<file path="config.mk">
export PLATFORM = sky130hd
export DESIGN_NAME = rolling_hash_chunker
export DESIGN_NICKNAME = d
export VERILOG_FILES = /design/src/rtl/rhc_pkg.sv /design/src/rtl/rolling_hash_chunker.sv /design/src/rtl/rhc_cfg.sv /design/src/rtl/rhc_core.sv
export SDC_FILE = /design/constraint.sdc
export NUM_CORES = 1
export LEC_CHECK = 0
export BUFFER_PORTS_ARGS = -buffer_cell sky130_fd_sc_hd__buf_2
export CORE_ASPECT_RATIO = 0.5
export CORE_UTILIZATION = 60
export DETAILED_ROUTE_END_ITERATION = 12
export PLACE_DENSITY_LB_ADDON = 0.25
export SLEW_MARGIN = 15
export SYNTH_ARGS = -nofsm -noshare
export SYNTH_HDL_FRONTEND = slang
export SYNTH_SLANG_ARGS = --single-unit
export TNS_END_PERCENT = 10
</file>
<file path="constraint.sdc">
create_clock -name clk -period 7.2 [get_ports clk]
set_input_delay 0.72 -clock clk [delete_from_list [all_inputs] [get_ports clk]]
set_output_delay 0.72 -clock clk [all_outputs]
set_load 0.05 [all_outputs]
</file>
<file path="src/rtl/rhc_pkg.sv">
// rhc_pkg: shared types, register indexes and hash constants for the
// rolling hash chunker. No dependencies.
`default_nettype none

package rhc_pkg;

    // configuration port geometry
    localparam int CFG_IDX_W  = 4;
    localparam int CFG_DATA_W = 16;

    // register indexes
    localparam logic [CFG_IDX_W-1:0] REG_CUT_TARGET = CFG_IDX_W'(0);
    localparam logic [CFG_IDX_W-1:0] REG_MAX_CHUNK  = CFG_IDX_W'(1);

    // reset values of the registers
    localparam logic [7:0]  CUT_TARGET_RST = 8'd0;
    localparam logic [15:0] MAX_CHUNK_RST  = 16'd8191;

    // one input item: a byte of the buffer
    typedef struct packed {
        logic [7:0] data_byte;
        logic       last_byte;
    } byte_item_t;

    // one result item: a chunk boundary
    typedef struct packed {
        logic [31:0] boundary_pos;
        logic        forced_cut;
        logic        is_final;
    } cut_item_t;

    // configuration registers as seen by the datapath
    typedef struct packed {
        logic [7:0]  cut_target;
        logic [15:0] max_chunk;
    } chunk_cfg_t;

    // 3^n modulo 2^8. Only the hash low byte is ever compared, and the
    // low byte of a sum of products modulo 2^64 depends only on the low
    // bytes of its terms, so the hash is carried in 8 bits.
    function automatic logic [7:0] pow3_mod256(input int n);
        logic [7:0] w;
        w = 8'd1;
        for (int k = 0; k < n; k++)
        begin
            w = 8'(w * 8'd3);
        end
        return w;
    endfunction

endpackage : rhc_pkg

`default_nettype wire

</file>
<file path="src/rtl/rolling_hash_chunker.sv">
// An accepted byte is held in the input register; when it advances, any
// boundary it produces is captured in the result register.
// Throughput: one byte per cycle sustained; the input register and the
// result register are both elastic, so a stalled result does not stop
// intake until both stages hold an item.
// Reset (rst_n, async, active low): empty pipeline, zero window, hash and
// offsets; cut_target 0, max_chunk 8191. No clearing pass is needed.
// rolling_hash_chunker: top level with input register and result register.
// Depends on rhc_pkg, rhc_cfg, rhc_core.
`default_nettype none

module rolling_hash_chunker
    import rhc_pkg::*;
#(
    parameter int WINDOW_BYTES = 16
)
(
    input  wire logic                  clk,
    input  wire logic                  rst_n,
    // byte channel
    input  wire logic                  byte_valid,
    output logic                       byte_ready,
    input  wire byte_item_t            byte_item,
    // cut channel
    output logic                       cut_valid,
    input  wire logic                  cut_ready,
    output cut_item_t                  cut_item,
    // configuration
    input  wire logic                  cfg_we,
    input  wire logic [CFG_IDX_W-1:0]  cfg_index,
    input  wire logic [CFG_DATA_W-1:0] cfg_wdata
);

    chunk_cfg_t cfg;
    byte_item_t s1_item_reg;
    logic       s1_valid_reg, s1_valid_next;
    cut_item_t  out_item_reg;
    logic       out_valid_reg, out_valid_next;
    logic       out_free, step, res_fire;
    cut_item_t  res;

    rhc_cfg u_cfg (
        .clk       (clk),
        .rst_n     (rst_n),
        .cfg_we    (cfg_we),
        .cfg_index (cfg_index),
        .cfg_wdata (cfg_wdata),
        .cfg       (cfg)
    );

    rhc_core #(
        .WINDOW_BYTES (WINDOW_BYTES)
    ) u_core (
        .clk      (clk),
        .rst_n    (rst_n),
        .step     (step),
        .item     (s1_item_reg),
        .cfg      (cfg),
        .res_fire (res_fire),
        .res      (res)
    );

    // pipeline control
    always_comb
    begin
        out_free       = !out_valid_reg || cut_ready;
        step           = s1_valid_reg && out_free;
        byte_ready     = !s1_valid_reg || step;
        s1_valid_next  = byte_ready ? byte_valid : s1_valid_reg;
        out_valid_next = out_free ? (step && res_fire) : out_valid_reg;
    end

    always_ff @(posedge clk or negedge rst_n)
    begin
        if (!rst_n)
        begin
            s1_valid_reg  <= 1'b0;
            out_valid_reg <= 1'b0;
        end
        else
        begin
            s1_valid_reg  <= s1_valid_next;
            out_valid_reg <= out_valid_next;
        end
    end

    // payload registers
    always_ff @(posedge clk)
    begin
        if (byte_valid && byte_ready)
        begin
            s1_item_reg <= byte_item;
        end
        if (step && res_fire && out_free)
        begin
            out_item_reg <= res;
        end
    end

    assign cut_valid = out_valid_reg;
    assign cut_item  = out_item_reg;

    // an empty input stage always takes a byte
    a_ready_when_empty: assert property (@(posedge clk) disable iff (!rst_n)
        !s1_valid_reg |-> byte_ready)
        else $error("input stage empty but not ready");

    // a final result never claims a forced cut
    a_final_not_forced: assert property (@(posedge clk) disable iff (!rst_n)
        cut_valid |-> !(cut_item.is_final && cut_item.forced_cut))
        else $error("final boundary marked as forced cut");

    // a held byte advances whenever the result side can take it
    a_no_bubble: assert property (@(posedge clk) disable iff (!rst_n)
        s1_valid_reg && out_free |-> step)
        else $error("pipeline stalled with a free result register");

endmodule : rolling_hash_chunker

`default_nettype wire

</file>
<file path="src/rtl/rhc_cfg.sv">
// rhc_cfg: configuration register file (cut target and maximum chunk length).
// Depends on rhc_pkg.
`default_nettype none

module rhc_cfg
    import rhc_pkg::*;
(
    input  wire logic                  clk,
    input  wire logic                  rst_n,
    input  wire logic                  cfg_we,
    input  wire logic [CFG_IDX_W-1:0]  cfg_index,
    input  wire logic [CFG_DATA_W-1:0] cfg_wdata,
    output chunk_cfg_t                 cfg
);

    chunk_cfg_t cfg_reg;
    chunk_cfg_t cfg_next;

    // decode writes; unknown indexes are dropped
    always_comb
    begin
        cfg_next = cfg_reg;
        if (cfg_we)
        begin
            case (cfg_index)
                REG_CUT_TARGET: cfg_next.cut_target = cfg_wdata[7:0];
                REG_MAX_CHUNK:  cfg_next.max_chunk  = cfg_wdata[15:0];
                default:        cfg_next = cfg_reg;
            endcase
        end
    end

    always_ff @(posedge clk or negedge rst_n)
    begin
        if (!rst_n)
        begin
            cfg_reg.cut_target <= CUT_TARGET_RST;
            cfg_reg.max_chunk  <= MAX_CHUNK_RST;
        end
        else
        begin
            cfg_reg <= cfg_next;
        end
    end

    assign cfg = cfg_reg;

endmodule : rhc_cfg

`default_nettype wire

</file>
<file path="src/rtl/rhc_core.sv">
// rhc_core: window shift line, 8-bit rolling hash, offsets and cut decision.
// One byte is consumed per step. Depends on rhc_pkg.
`default_nettype none

module rhc_core
    import rhc_pkg::*;
#(
    parameter int WINDOW_BYTES = 16
)
(
    input  wire logic       clk,
    input  wire logic       rst_n,
    input  wire logic       step,
    input  wire byte_item_t item,
    input  wire chunk_cfg_t cfg,
    output logic            res_fire,
    output cut_item_t       res
);

    // weight dropped with the oldest byte, and first judged offset
    localparam logic [7:0]  OUT_WEIGHT = pow3_mod256(WINDOW_BYTES + 1);
    localparam logic [31:0] JUDGE_POS  = 32'(2 * WINDOW_BYTES - 1);
    localparam logic [31:0] START_OFS  = 32'(WINDOW_BYTES - 1);

    logic [7:0]  win_reg [WINDOW_BYTES];
    logic [7:0]  win_next [WINDOW_BYTES];
    logic [7:0]  hash_reg, hash_next;
    logic [31:0] count_reg, count_next;
    logic [31:0] last_cut_reg, last_cut_next;

    logic [7:0]  hash_roll;
    logic [31:0] start;
    logic        judged, hit, full;

    // rolling update: h*3 - oldest*3^(W+1) + b*3, low byte only
    always_comb
    begin
        hash_roll = 8'(8'(hash_reg * 8'd3) - 8'(win_reg[0] * OUT_WEIGHT)
                       + 8'(item.data_byte * 8'd3));
        start     = count_reg - START_OFS;
        judged    = count_reg >= JUDGE_POS;
        hit       = hash_roll == cfg.cut_target;
        full      = (start - last_cut_reg) >= {16'd0, cfg.max_chunk};
    end

    // next state and result
    always_comb
    begin
        for (int k = 0; k < WINDOW_BYTES - 1; k++)
        begin
            win_next[k] = win_reg[k+1];
        end
        win_next[WINDOW_BYTES-1] = item.data_byte;
        hash_next     = hash_roll;
        count_next    = count_reg + 32'd1;
        last_cut_next = last_cut_reg;
        res_fire      = 1'b0;
        res.boundary_pos = count_reg + 32'd1;
        res.forced_cut   = 1'b0;
        res.is_final     = 1'b0;

        if (item.last_byte)
        begin
            // closing boundary, then start a fresh buffer
            res_fire      = 1'b1;
            res.is_final  = 1'b1;
            for (int k = 0; k < WINDOW_BYTES; k++)
            begin
                win_next[k] = 8'd0;
            end
            hash_next     = 8'd0;
            count_next    = 32'd0;
            last_cut_next = 32'd0;
        end
        else if (judged && (hit || full))
        begin
            res_fire         = 1'b1;
            res.boundary_pos = start;
            res.forced_cut   = !hit;
            last_cut_next    = start;
        end
    end

    // window shift line
    always_ff @(posedge clk or negedge rst_n)
    begin
        if (!rst_n)
        begin
            for (int k = 0; k < WINDOW_BYTES; k++)
            begin
                win_reg[k] <= 8'd0;
            end
        end
        else if (step)
        begin
            for (int k = 0; k < WINDOW_BYTES; k++)
            begin
                win_reg[k] <= win_next[k];
            end
        end
    end

    // hash and offsets
    always_ff @(posedge clk or negedge rst_n)
    begin
        if (!rst_n)
        begin
            hash_reg     <= 8'd0;
            count_reg    <= 32'd0;
            last_cut_reg <= 32'd0;
        end
        else if (step)
        begin
            hash_reg     <= hash_next;
            count_reg    <= count_next;
            last_cut_reg <= last_cut_next;
        end
    end

    // final byte returns the stream state to its reset values
    a_final_clears: assert property (@(posedge clk) disable iff (!rst_n)
        step && item.last_byte |=>
            count_reg == 32'd0 && last_cut_reg == 32'd0 && hash_reg == 8'd0)
        else $error("stream state not cleared after final byte");

    // an ordinary byte advances the offset by one
    a_count_steps: assert property (@(posedge clk) disable iff (!rst_n)
        step && !item.last_byte |=> count_reg == $past(count_reg) + 32'd1)
        else $error("byte offset did not advance");

    // a non-final cut only comes from a judged window
    a_cut_judged: assert property (@(posedge clk) disable iff (!rst_n)
        res_fire && !res.is_final |-> judged && !item.last_byte)
        else $error("cut reported outside a judged window");

    // a cut moves the last cut to its window start
    a_last_cut_moves: assert property (@(posedge clk) disable iff (!rst_n)
        step && res_fire && !res.is_final |=> last_cut_reg == $past(start))
        else $error("last cut not updated on a cut");

endmodule : rhc_core

`default_nettype wire
</file>
# After elaboration in Yosys (flattened, before gate mapping)
# Index checks and enable logic that the tools add are counted.
dict set report op_classes {
  magnitude_cmp 2
  n_eq_ne 2
  n_mul 3
  bitwise 1
  n_addsub 5
  n_mux 10
  n_reduce_logical 17
}
# cell n
set op_table {}
lappend op_table {{two-way mux 128 bit} 1}
lappend op_table {{two-way mux 32 bit} 3}
lappend op_table {{two-way mux 33 bit} 2}
lappend op_table {{adder 32 x 1 -> 32 bit, second input constant} 1}
lappend op_table {{>= comparator 32 x 16 -> 1 bit} 1}
lappend op_table {{>= comparator 32 x 5 -> 1 bit, second input constant} 1}
lappend op_table {{subtractor 32 bit} 1}
lappend op_table {{subtractor 32 x 4 -> 32 bit, second input constant} 1}
lappend op_table {{multiplier 8 x 2 -> 8 bit, second input constant} 2}
lappend op_table {{adder 8 bit} 1}
lappend op_table {{equality test 8 bit} 1}
lappend op_table {{multiplier 8 x 7 -> 8 bit, second input constant} 1}
lappend op_table {{two-way mux 8 bit} 1}
lappend op_table {{subtractor 8 bit} 1}
lappend op_table {{AND reduction 2 bit} 3}
lappend op_table {{logical AND 1 bit} 5}
lappend op_table {{equality test 4 x 1 -> 1 bit, second input constant} 1}
lappend op_table {{logical NOT 4 bit} 1}
lappend op_table {{logical NOT 1 bit} 3}
lappend op_table {{logical OR 1 bit} 3}
lappend op_table {{two-way mux 1 bit} 3}
lappend op_table {{nonzero test 2 bit} 1}
lappend op_table {{OR reduction 2 bit} 1}
lappend op_table {{inverter 1 bit} 1}
dict set report totals {
  in_bits 34
  ff_bits 269
}

# Depth between registers and ports, before layout
# Gate-level depths: netlist of run 1.
dict set report depth {
  ltp_word 10
  depth_mapped 29
  mapped_depth_nobuf 24
}

# Cells and area by module
# From an unflattened synthesis of run 1, not the netlist that was laid out.
dict set report hier_totals {
  hier_cells 1632
  hier_area_um2 15990.3
}
# mod area_each_um2 instances seq_area_each_um2 cells_each
set modules_own_cells {}
lappend modules_own_cells {rhc_core 13591.8 1 5004.8 1526}
lappend modules_own_cells {rolling_hash_chunker 1402.6 1 1341.3 53}
lappend modules_own_cells {rhc_cfg 996.0 1 616.8 53}

# Worst setup path after synthesis of run 1
# No wires, ideal clock.
dict set report synth_timing {
  kind {reg-to-reg}
  start {register u_core.count_reg[0]}
  end {register out_item_reg, in the netlist cut_item[0] (enable)}
  path_stages_with_launch 26
  setup_time_ps 411
  arrival_time_ps 5923
  slack_ps 866
  synth_period_minus_slack_ps 6334
  path_cell_list {dfrtp_1 > ha_1 > and3_1 > nor3_1 > nand2_1 > or3_1 > xnor2_1 > ha_1 > a21oi_1 > o21ai_0 > o21ai_0 > o311ai_2 > xor2_1 > ha_1 > a21o_1 > a21o_1 > a21oi_1 > o221ai_1 > a2111oi_0 > o311ai_1 > a2111o_1 > nor3_2 > a21oi_2 > o21ai_2 > buf_4 > inv_1}
}
dict set report synth_via {
  elab_chain_cells 9
  elab_cells_between_ends 10
  classes_between {add/sub: 2; order compare: 2; mux: 2; reduce/logical: 4}
}
# item line
set synth_lines {}
lappend synth_lines {{from (decl)} rhc_core.sv:28} ;# logic [31:0] count_reg, count_next;
lappend synth_lines {{from (signal assigned)} rhc_core.sv:115} ;# count_reg <= count_next;
lappend synth_lines {{subtractor 32 x 4 -> 32 bit} rhc_core.sv:40} ;# start = count_reg - START_OFS;
lappend synth_lines {{subtractor 32 bit} rhc_core.sv:43} ;# full = (start - last_cut_reg) >= {16'd0, cfg.max_chunk};
lappend synth_lines {{>= comparator 32 x 16 -> 1 bit} rhc_core.sv:43}
lappend synth_lines {{logical OR 1 bit} rhc_core.sv:75} ;# else if (judged && (hit || full))
lappend synth_lines {{logical AND 1 bit (*)} rhc_core.sv:75}
lappend synth_lines {{two-way mux 1 bit (*)} rhc_core.sv:75}
lappend synth_lines {{two-way mux 1 bit (*)} rhc_core.sv:62} ;# if (item.last_byte)
lappend synth_lines {{logical AND 1 bit (*) (2 in a row)} rolling_hash_chunker.sv:94} ;# if (step && res_fire && out_free)
lappend synth_lines {{to (signal assigned)} rolling_hash_chunker.sv:96} ;# out_item_reg <= res;
lappend synth_lines {{to (decl)} rolling_hash_chunker.sv:37} ;# cut_item_t out_item_reg;
# Mark *: on every way between the ends. The rest lies on a longest branch, timed or not.
# A chain may end at the register's enable or synchronous reset.

==> metrics.md, run 1 <==
| Metric | Value |
|---|---|
| Post-route clock skew | 0.0133 ns |
| Result of the run | completed |
| Mean area per synthesized cell | 9.29 µm² |
| # hold bufs at CTS | 0 |
| Detailed-routed wire length on met2 | 17,300 µm |
| Total Neg Setup Slack | 0 ns |
| Total inserted antenna cells | 0 |
| Clock input transition at the sequential cells of the worst setup and hold paths | 0.07 ns |
| Cell depth of the worst flop-to-flop path | 26 |
| Antenna violations before repair | 0 |
| PwrDens | 455 nW/µm² |
| Measured slew at the worst slew-check pin | 1.11 ns |
| Number of buffers inserted by post-CTS setup repair | 0 |
| Class of the tightest hold or removal check | input port to async pin |
| Final estimated routing congestion in global placement | 0.916 |
| # H-tree levels | 1 |
| Number of buffers inserted during clock tree synthesis | 25 |
| Worst-case setup slack after placement | 0.402 ns |
| Final worst setup slack | 0.383 ns |
| Total routed wirelength | 37,500 µm |
| Number of cell rows | 41 |
| DPL Wire Length | 25,700 µm |
| Growth of design area from synthesis to finish | 8.90% |
| Die outline height | 117 µm |
| Element type at the critical path start | flop |
| YS warnings | 0 |
| Total global-route track usage | 0.277 |
| Kind of end point of the critical path | flop |
| Syn Nets | 1,855 |
| Flip-flop count of the largest register, all copies and words added | 128 |
| WHS | 0.172 ns |
| Clk sink count | 269 |
| Number of non-filler instances in the completed layout | 2,096 |
| Area share of the largest cell type after synthesis | 0.334 |
| Length of routed wiring on met1 | 17,400 µm |
| Proportion of synthesized flip-flops having asynchronous set or reset | 0.840 |
| Max-slew headroom at the worst pin | 0.262 |
| ANT nets after route | 0 |
| Clock latency of the later-clocked register in the worst-skew pair | 0.56 ns |
| First DRT Iteration DRCs | 1,197 |
| Buffer levels on the longest clock path | 3 |
| Yosys reg bits | 269 |
| Arrival time of the worst setup path | 7.11 ns |
| Power after layout | 7.91 mW |
| Library cell used as clock root buffer | sky130_fd_sc_hd__clkbuf_16 |
| Synthesized instance count | 1,721 |
| Cell count after placement | 2,049 |
| Number of nets in the final layout | 1,867 |
| Setup repair after global routing missed its margin | no |
| Detailed-routing iteration count for the pre-antenna-repair pass | 6 |
| Area of the die | 27,300 µm² |
| Primary flip-flop cell chosen by synthesis mapping | sky130_fd_sc_hd__dfrtp_1 |
| Total via count in the routed design | 12,200 |
| Achievable frequency | 147 MHz |
| Core region area | 25,600 µm² |
| Number of flops mapped to enable cells by yosys | 43 |
| Ports placed on the boundary | 70 |
| Top layer used by detailed routing | met4 |
| Total met3 wirelength after detailed routing | 2010 µm |
| Proportion of layout cells with a drive suffix above 1 | 0.110 |
| Top cell type by total area after synthesis | sky130_fd_sc_hd__dfrtp_1 |
| Worst-path fanout max | 11 |
| Drc violations | 0 |
| Max VDD drop | 358 µV |
| Starting density of the core | 0.623 |
| Type of the worst setup path | flop to flop |
| Leakage dissipation | 8.16 nW |
| Count of max-cap constraint violations | 0 |
| Global-route wire length before repair | 60,900 µm |
| Cell types occupying the most area after synthesis | sky130_fd_sc_hd__dfrtp_1, sky130_fd_sc_hd__nand2_1, sky130_fd_sc_hd__edfxtp_1 |
| Remaining global-route overflow | 0 |
| Sequential element share of the synthesized area | 0.436 |
| Vias in the first global route | 11,800 |
| Number of buffers inserted by port buffering | 69 |
| Pin count of the biggest net entering global routing | 140 |
| Netlist Area Pre-Place | 16,000 µm² |
| Data required time at the worst endpoint | 7.49 ns |
| Routed len/inst | 17.9 µm |
| Overall die width | 233 µm |
| Setup-violating endpoint count in the final report | 0 |
| Final critical-path required period | 6.82 ns |
| Final count of pins violating max slew | 0 |
| TritonCTS clock tree | done |
| Fraction of the cycle the final worst path needs | 0.947 |
| Synth unique cells | 73 |
| Hold Fails Final Rpt | 0 |
| Vias per cell | 5.84 |
[final timing paths]
check / startpoint / to / slack [ns]
hold / removal: rst_n / u_core.win_reg[23] / 0.17
hold reg to reg: u_core.win_reg[25] / u_core.win_reg[25] / 0.47
max in group asynchronous: rst_n / u_core.count_reg[12] / 5.39
min in group clk: byte_item[3] / s1_item_reg[3] / 0.34
setup / recovery: u_core.count_reg[0] / cut_item[33] / 0.38
setup reg to reg: u_core.count_reg[0] / cut_item[33] / 0.38
[metrics by stage]
step	cell area [µm²]	util
3_3_place_gp	16500	0.645
4_1_cts	17400	0.678
6_report	17400	0.679
3_5_place_dp	16500	0.645
5_1_grt	17400	0.679
2_1_floorplan	16000	-
[cells by family (layout without fill, tap and decap cells)]
group / count (synthesis) / in the layout / share of synthesized area
simple gates: 713 / 713 / 0.220
flops: 269 / 269 / 0.436
compound gates: 260 / 261 / 0.105
fa+ha+maj: 100 / 100 / 0.0905
xor+xnor: 105 / 105 / 0.0575
buf+inv: 217 / 247 / 0.0536
mux: 57 / 57 / 0.0378
[where the power goes]
part	leakage [nW]	internal [mW]	switching, mW	total [mW]
clock	0.410	0.777	0.612	1.39
sequential	3.45	1.83	0.154	1.99
combinational	4.30	1.75	2.79	4.54
total	8.16	4.36	3.56	7.91
[cell usage after synthesis (all sizes together), types with 10 or more instances]
cell    instances
mux2i          30
nor4           10
a22o           18
inv           105
a21o           20
dfstp          13
nand3          28
xnor2          66
ha             74
edfxtp         43
nand3b        132
or3            10
fa             26
o21ai          80
dfrtp         213
o31ai          10
mux2           27
nand2b         27
buf            22
nand4          14
a21oi          61
xor2           39
o211ai         12
nor2           68
nor3           31
clkbuf         90
nand2         363
[layer usage]
| layer | vias to the layer above | global-route usage |
|---|---|---|
| met5 | - | 0 |
| met4 | 0 | 0.0588 |
| met3 | 55 | 0.0392 |
| met2 | 339 | 0.445 |
| met1 | 5985 | 0.400 |
| li1 | 5860 | - |
[cells in the final DEF (no fill, tap or decap), types with 5 or more instances in the layout]
master	instances
sky130_fd_sc_hd__a21o_1	20
sky130_fd_sc_hd__a21oi_1	60
sky130_fd_sc_hd__a22o_1	18
sky130_fd_sc_hd__a31oi_1	5
sky130_fd_sc_hd__and2_1	6
sky130_fd_sc_hd__and3_1	9
sky130_fd_sc_hd__buf_2	68
sky130_fd_sc_hd__buf_4	26
sky130_fd_sc_hd__clkbuf_1	6
sky130_fd_sc_hd__clkbuf_16	25
sky130_fd_sc_hd__clkinv_2	6
sky130_fd_sc_hd__dfrtp_1	213
sky130_fd_sc_hd__dfstp_2	13
sky130_fd_sc_hd__edfxtp_1	43
sky130_fd_sc_hd__fa_1	26
sky130_fd_sc_hd__ha_1	74
sky130_fd_sc_hd__inv_1	105
sky130_fd_sc_hd__mux2_2	27
sky130_fd_sc_hd__mux2i_1	30
sky130_fd_sc_hd__nand2_1	361
sky130_fd_sc_hd__nand2b_1	27
sky130_fd_sc_hd__nand3_1	28
sky130_fd_sc_hd__nand3b_1	132
sky130_fd_sc_hd__nand4_1	14
sky130_fd_sc_hd__nor2_1	68
sky130_fd_sc_hd__nor3_1	29
sky130_fd_sc_hd__nor4_1	10
sky130_fd_sc_hd__o211ai_1	12
sky130_fd_sc_hd__o21a_1	9
sky130_fd_sc_hd__o21ai_0	65
sky130_fd_sc_hd__o21ai_1	14
sky130_fd_sc_hd__o31ai_1	10
sky130_fd_sc_hd__or3_1	10
sky130_fd_sc_hd__xnor2_1	66
sky130_fd_sc_hd__xor2_1	39
[critical path, cell delays in order (launching register included)]
cell	delay, ns
sky130_fd_sc_hd__dfrtp_1	0.47
sky130_fd_sc_hd__ha_1	0.29
sky130_fd_sc_hd__and3_1	0.23
sky130_fd_sc_hd__nor3_1	0.13
sky130_fd_sc_hd__buf_4	0.18
sky130_fd_sc_hd__nand2_1	0.07
sky130_fd_sc_hd__or3_1	0.32
sky130_fd_sc_hd__xnor2_1	0.31
sky130_fd_sc_hd__ha_1	0.38
sky130_fd_sc_hd__a21oi_1	0.17
sky130_fd_sc_hd__o21ai_0	0.19
sky130_fd_sc_hd__o21ai_0	0.25
sky130_fd_sc_hd__o311ai_2	0.23
sky130_fd_sc_hd__xor2_1	0.22
sky130_fd_sc_hd__ha_1	0.34
sky130_fd_sc_hd__a21o_1	0.16
sky130_fd_sc_hd__a21o_1	0.17
sky130_fd_sc_hd__a21oi_1	0.15
sky130_fd_sc_hd__o221ai_1	0.14
sky130_fd_sc_hd__a2111oi_1	0.34
sky130_fd_sc_hd__o311ai_1	0.20
sky130_fd_sc_hd__a2111o_1	0.36
sky130_fd_sc_hd__nor3_4	0.40
sky130_fd_sc_hd__a211oi_4	0.26
sky130_fd_sc_hd__buf_4	0.27
sky130_fd_sc_hd__mux2i_1	0.14
sky130_fd_sc_hd__xnor2_1	0.16
[layout make-up]
cell class                      count  area, µm²
Clock inverter                     13        164
Sequential cell                   269       6960
Multi-Input combinational cell   1236       8210
Clock buffer                       33        676
Inverter                          105        394
Tap cell                          344        430
Timing Repair Buffer               96        571
Fill cell                        2020       8250
[repair_timing]
action / in CTS / in global routing
resized for setup: 0 / 3
endpoints found under the setup margin: 0 / 4
hold endpoints to repair: 0 / 0
(Power assumes the default switching activity.)
==> inputs of run 2 (changes only) <==
--- a/config.mk
+++ b/config.mk
@@ -10,6 +10,7 @@
 export CORE_UTILIZATION = 60
 export DETAILED_ROUTE_END_ITERATION = 12
 export PLACE_DENSITY_LB_ADDON = 0.25
+export RECOVER_POWER = 100
 export SLEW_MARGIN = 15
 export SYNTH_ARGS = -nofsm -noshare
 export SYNTH_HDL_FRONTEND = slang
==> constraint.sdc (replaced) <==
create_clock -name clk -period 7.2 [get_ports clk]
set_input_delay 0.72 -clock clk [delete_from_list [all_inputs] [get_ports clk]]
set_output_delay 0.72 -clock clk [all_outputs]
set_load 0.005 [all_outputs]
==> run 2 against run 1 <==
Against the previous run:
- the flow now finishes with violations (max-capacitance violations, max-slew violations)
- total power shrank 3.1%
- sequential share of layout area rose by 0.16 points
- critical endpoint unchanged
- non-clock buffer count unchanged
- utilization shrank 0.27 points
- hold slack improved by 0.17 ns
==> metrics.md, run 2 (synthesis results as in run 1) <==
| Metric | Value |
|---|---|
| Result of the run | complete, but fails checks |
| Violations in the final reports | max-capacitance violations, max-slew violations |
| Overall die width | 233 µm |
| Launch point of the worst path | u_core.count_reg[0] |
| Library cell used as clock root buffer | sky130_fd_sc_hd__clkbuf_16 |
| Class of the tightest hold or removal check | input port to flop |
| Most used cell along the critical path | sky130_fd_sc_hd__ha_1 |
| Setup-violating endpoint count in the final report | 0 |
| CP top delay family | compound AO/OA/AOI/OAI gates |
| Drc violations | 0 |
| Measured slew at the worst slew-check pin | 5.96 ns |
| Clock input transition at the sequential cells of the worst setup and hold paths | 0.07 ns |
| Number of buffers inserted during clock tree synthesis | 25 |
| Final estimated routing congestion in global placement | 0.916 |
| Detailed-routing iteration count for the pre-antenna-repair pass | 6 |
| Element type at the critical path start | flop |
| Slowest Stage Delay on Critical Path | 0.47 ns |
| DPL Wire Length | 25,700 µm |
| Final count of pins violating max slew | 457 |
| Max VDD drop | 362 µV |
| Total global-route track usage | 0.277 |
| Vias per cell | 5.86 |
| Vias in the first global route | 11,800 |
| Area taken by multi-input logic gates | 8200 µm² |
| Count of max-cap constraint violations | 4 |
| Number of buffers inserted by port buffering | 69 |
| Antenna violations before repair | 0 |
| Starting density of the core | 0.623 |
| Hold Fails Final Rpt | 0 |
| PwrDens | 443 nW/µm² |
| Setup repair after global routing missed its margin | no |
| Layout filler cell count | 2,036 |
| Total routed wirelength | 37,400 µm |
| Buffer levels on the longest clock path | 3 |
| Arrival time of the worst setup path | 7.06 ns |
| Kind of end point of the critical path | flop |
| Final critical-path required period | 6.76 ns |
| Number of nets in the final layout | 1,867 |
| Data required time at the worst endpoint | 7.50 ns |
| Fraction of the cycle the final worst path needs | 0.939 |
| Global-route wire length before repair | 60,900 µm |
| Flip-flop count of the largest register, all copies and words added | 128 |
| Total via count in the routed design | 12,300 |
| Total Neg Setup Slack | 0 ns |
| Crit Reg-Reg Startpoint | u_core.count_reg[0] |
| Remaining global-route overflow | 0 |
| Area of the die | 27,300 µm² |
| ANT nets after route | 0 |
| Achievable frequency | 148 MHz |
| Clk sink count | 269 |
| WHS | 0.338 ns |
| Most common cell after layout, fill and taps aside | sky130_fd_sc_hd__nand2_1 |
| # H-tree levels | 1 |
| Number of cell rows | 41 |
| First DRT Iteration DRCs | 1,228 |
| Startpoint of the lowest-slack hold path | byte_item[3] |
| Die outline height | 117 µm |
| Type of the worst setup path | flop to flop |
| Commonest cells after routing, fill and taps aside | sky130_fd_sc_hd__nand2_1, sky130_fd_sc_hd__dfrtp_1, sky130_fd_sc_hd__nand3b_1 |
| Core region area | 25,600 µm² |
| Growth of design area from synthesis to finish | 8.46% |
| Routed len/inst | 17.9 µm |
| Clock latency of the later-clocked register in the worst-skew pair | 0.56 ns |
| Proportion of layout cells with a drive suffix above 1 | 0.0953 |
| Worst-path fanout max | 11 |
| TritonCTS clock tree | done |
| Ports placed on the boundary | 70 |
| Sequential cell area in the final layout | 6960 µm² |
| Max-slew headroom at the worst pin | -2.97 |
| Total inserted antenna cells | 0 |
| Post-route clock skew | 0.0127 ns |
| # hold bufs at CTS | 0 |
| Leakage dissipation | 8.08 nW |
| Pin count of the biggest net entering global routing | 140 |
| Buffering stage count on the worst path with inverters included | 2 |
| Worst path slowest cell | sky130_fd_sc_hd__dfrtp_1 |
[run 2: report_power, final]
group          switching (mW)  leakage, nW  internal (mW)
Combinational            2.56         4.21           1.74
Clock                   0.611        0.410          0.777
Sequential              0.154         3.45           1.83
Total                    3.33         8.08           4.35
[run 2: what timing repair did]
item / 4_1_cts / 5_1_grt
setup buffers: 0 / 0
resized for setup: 0 / 3
endpoints found under the hold margin: 0 / 0
setup endpoints to repair: 0 / 4
[run 2: routing by layer]
layer	vias up	global-route usage	routed length, µm
met4	0	0.0588	813
met2	338	0.445	17200
li1	5866	-	-
met5	-	0	0
met3	59	0.0392	2220
met1	6016	0.400	17200
[run 2: per-stage QoR]
stage,std cells,worst slack (ns),area (µm²),util,total power [mW]
3_3_place_gp,2049,0.629,16500,0.645,6.12
3_5_place_dp,2049,0.402,16500,0.645,6.23
5_1_grt,2096,0.0624,17300,0.676,8.27
6_report,2096,0.436,17300,0.676,7.67
2_1_floorplan,1721,0.866,16000,-,5.16
4_1_cts,2095,0.380,17400,0.678,7.64
[run 2: worst paths after layout]
path	to	slack, ns	depth (start not counted)
setup / recovery	cut_item[33]	0.44	26
hold / removal	s1_item_reg[3]	0.34	1
setup reg to reg	cut_item[33]	0.44	26
hold reg to reg	u_core.win_reg[91]	0.47	2
max in group asynchronous	u_core.count_reg[18]	1.47	2
min in group asynchronous	u_core.win_reg[23]	2.36	1
[run 2: layout make-up]
cell class                 instances  share of cell area
multi-input combinational       1236               0.473
timing repair buffer              96              0.0290
sequential                       269               0.402
clock buffer                      33              0.0390
clock inverter                    13             0.00946
tap                              344              0.0248
inverter                         105              0.0227
[run 2: worst reg2reg max path: stages, from the launching register on]
cell and delay [ns]:
sky130_fd_sc_hd__dfrtp_1 0.47, sky130_fd_sc_hd__ha_1 0.29, sky130_fd_sc_hd__and3_1 0.23, sky130_fd_sc_hd__nor3_1 0.13, sky130_fd_sc_hd__buf_4 0.18, sky130_fd_sc_hd__nand2_1 0.07, sky130_fd_sc_hd__or3_1 0.32, sky130_fd_sc_hd__xnor2_1 0.29
sky130_fd_sc_hd__ha_1 0.38, sky130_fd_sc_hd__a21oi_1 0.17, sky130_fd_sc_hd__o21ai_0 0.17, sky130_fd_sc_hd__o21ai_0 0.24, sky130_fd_sc_hd__o311ai_2 0.23, sky130_fd_sc_hd__xor2_1 0.22, sky130_fd_sc_hd__ha_1 0.34, sky130_fd_sc_hd__a21o_1 0.16
sky130_fd_sc_hd__a21o_1 0.17, sky130_fd_sc_hd__a21oi_1 0.15, sky130_fd_sc_hd__o221ai_1 0.14, sky130_fd_sc_hd__a2111oi_1 0.34, sky130_fd_sc_hd__o311ai_1 0.20, sky130_fd_sc_hd__a2111o_1 0.36, sky130_fd_sc_hd__nor3_4 0.41, sky130_fd_sc_hd__a211oi_4 0.27
sky130_fd_sc_hd__buf_4 0.28, sky130_fd_sc_hd__mux2i_1 0.20, sky130_fd_sc_hd__xnor2_1 0.10
==> inputs of run 3 (changes only) <==
--- a/config.mk
+++ b/config.mk
@@ -9,7 +9,8 @@
 export CORE_ASPECT_RATIO = 0.5
 export CORE_UTILIZATION = 60
 export DETAILED_ROUTE_END_ITERATION = 12
-export PLACE_DENSITY_LB_ADDON = 0.25
+export HOLD_SLACK_MARGIN = 0.03
+export PLACE_DENSITY = 0.78
 export RECOVER_POWER = 100
 export SLEW_MARGIN = 15
 export SYNTH_ARGS = -nofsm -noshare
==> run 3 against run 2 <==
Against the previous run:
- hold slack lost 0.0071 ns
- routed wire length increased by 0.43%
- sequential power about the same
- clock skew rose by 0.0014 ns
- first-iteration DRC count shrank 20%
- sequential share of layout area increased by 0.15 points
- critical path type unchanged
- register-to-register slack improved by 0.03 ns
- largest power group unchanged
- die area unchanged
- the flow still finishes with violations (max-capacitance violations, max-slew violations)
- final cell count is 0.43% lower
==> metrics.md, run 3 (synthesis results as in run 1) <==
| Metric | Value |
|---|---|
| Total via count in the routed design | 12,300 |
| Remaining global-route overflow | 0 |
| Psw | 3.36 mW |
| Number of nets in the final layout | 1,858 |
| Hold Fails Final Rpt | 0 |
| Starting density of the core | 0.623 |
| Max VDD drop | 284 µV |
| Most common cell after layout, fill and taps aside | sky130_fd_sc_hd__nand2_1 |
| Most used cell along the critical path | sky130_fd_sc_hd__ha_1 |
| Type of the worst setup path | flop to flop |
| Pin count of the biggest net entering global routing | 134 |
| CP top delay family | compound AO/OA/AOI/OAI gates |
| Vias per cell | 5.90 |
| CP Capture Point | u_core.last_cut_reg[20] |
| Core region area | 25,600 µm² |
| Detailed-routing iteration count for the pre-antenna-repair pass | 5 |
| Clock latency of the later-clocked register in the worst-skew pair | 0.56 ns |
| Element type at the critical path start | flop |
| ANT nets after route | 0 |
| Clock input transition at the sequential cells of the worst setup and hold paths | 0.07 ns |
| Routed len/inst | 18.0 µm |
| Clock power share | 0.183 |
| Die outline height | 117 µm |
| Area taken by multi-input logic gates | 8170 µm² |
| Buffering stage count on the worst path with inverters included | 2 |
| Kind of end point of the critical path | flop |
| Commonest cells after routing, fill and taps aside | sky130_fd_sc_hd__nand2_1, sky130_fd_sc_hd__dfrtp_1, sky130_fd_sc_hd__nand3b_1 |
| Buffer levels on the longest clock path | 3 |
| Global-route wire length before repair | 62,700 µm |
| Crit Reg-Reg Startpoint | u_core.count_reg[0] |
| Final design instance area without fill | 17,300 µm² |
| Cell depth of the worst flop-to-flop path | 26 |
| Fraction of the cycle the final worst path needs | 0.935 |
| Setup repair after global routing missed its margin | no |
| Ports placed on the boundary | 70 |
| Flip-flop count of the largest register, all copies and words added | 128 |
| Setup-violating endpoint count in the final report | 0 |
| Total cell area at the placement stage | 16,500 µm² |
| Combinational fraction of design power | 0.557 |
| Area of the die | 27,300 µm² |
| DPL Wire Length | 25,700 µm |
| Result of the run | complete, but fails checks |
| Antenna violations before repair | 0 |
| Hold depth | 1 |
| Total routed wirelength | 37,600 µm |
| Worst path slowest cell | sky130_fd_sc_hd__dfrtp_1 |
| Leakage dissipation | 8.05 nW |
| Number of buffers inserted during clock tree synthesis | 25 |
| Achievable frequency | 149 MHz |
| Final count of pins violating max slew | 374 |
| PwrDens | 445 nW/µm² |
| Startpoint of the lowest-slack hold path | byte_item[8] |
| Library cell used as clock root buffer | sky130_fd_sc_hd__clkbuf_16 |
| Drc violations | 0 |
| Vias in the first global route | 12,200 |
| Total inserted antenna cells | 0 |
| Launch point of the worst path | u_core.count_reg[0] |
| Overall die width | 233 µm |
| Slowest Stage Delay on Critical Path | 0.47 ns |
| Total global-route track usage | 0.283 |
| Max-slew headroom at the worst pin | -2.73 |
| Count of max-cap constraint violations | 5 |
| Measured slew at the worst slew-check pin | 5.60 ns |
| Data required time at the worst endpoint | 7.67 ns |
| Final critical-path required period | 6.73 ns |
| First DRT Iteration DRCs | 982 |
| Internal power summed over all cells | 4.32 mW |
| Capturing point of the worst reg2reg path | u_core.last_cut_reg[20] |
| TritonCTS clock tree | done |
| Post-route clock skew | 0.0141 ns |
| Critical Path Stages | 26 |
| Total Neg Setup Slack | 0 ns |
| Sw frac | 0.437 |
| # H-tree levels | 1 |
| Power after layout | 7.68 mW |
| Worst-path fanout max | 22 |
| Clk sink count | 269 |
| Proportion of layout cells with a drive suffix above 1 | 0.0901 |
| Sequential cell fraction of total power | 0.260 |
| Violations in the final reports | max-capacitance violations, max-slew violations |
| Number of cell rows | 41 |
| Arrival time of the worst setup path | 7.20 ns |
| Final estimated routing congestion in global placement | 0.902 |
| Growth of design area from synthesis to finish | 8.06% |
| Sequential cell area in the final layout | 6960 µm² |
| Class of the tightest hold or removal check | input port to flop |
| Setup slack, reg-to-reg | 0.47 ns |
| Number of buffers inserted by port buffering | 69 |
| Layout filler cell count | 2,063 |
## run 3: layout make-up
type / instances / share of cell area
clock inverter: 13 / 0.00869
multi-input combinational: 1235 / 0.473
clock buffer: 33 / 0.0409
timing repair buffer: 88 / 0.0263
inverter: 105 / 0.0228
sequential: 269 / 0.403
tap: 344 / 0.0249
## run 3: power by group through the flow
stage                     Clock (mW)  Sequential (mW)  Combinational [mW]
after floorplan                    0             1.97                3.19
after detailed placement           0             2.02                4.24
after global placement             0             2.00                4.12
after global routing            1.50             2.02                4.82
after CTS                       1.43             1.99                4.27
final                           1.41             2.00                4.28
## run 3: timing repair
action	CTS	global route
resized for setup	0	2
setup endpoints to repair	0	76
buffers inserted	0	0
hold buffers	0	0
## run 3: worst min path at each step
stage                                      to
after detailed placement  u_core.win_reg[102]
after global placement    u_core.win_reg[111]
after global routing           s1_item_reg[4]
after floorplan                     cut_valid
after CTS                 u_core.win_reg[120]
final                          s1_item_reg[8]
## run 3: metrics by stage
step,hold slack (ns),util,worst slack (ns),std cells
finish,0.331,0.673,0.468,2087
global route,0.310,0.673,0.0437,2087
CTS,0.277,0.676,0.258,2087
detailed placement,0.457,0.642,0.328,2041
global placement,0.449,0.642,0.539,2041
floorplan,0.424,-,0.866,1721
## run 3: layer usage
layer  vias to the layer above  track usage  share of wire
li1                       5854            -              -
met1                      5993        0.410           0.46
met2                       375        0.441           0.46
met3                        83       0.0457          0.054
met4                         0       0.0768          0.025
met5                         -            0              0
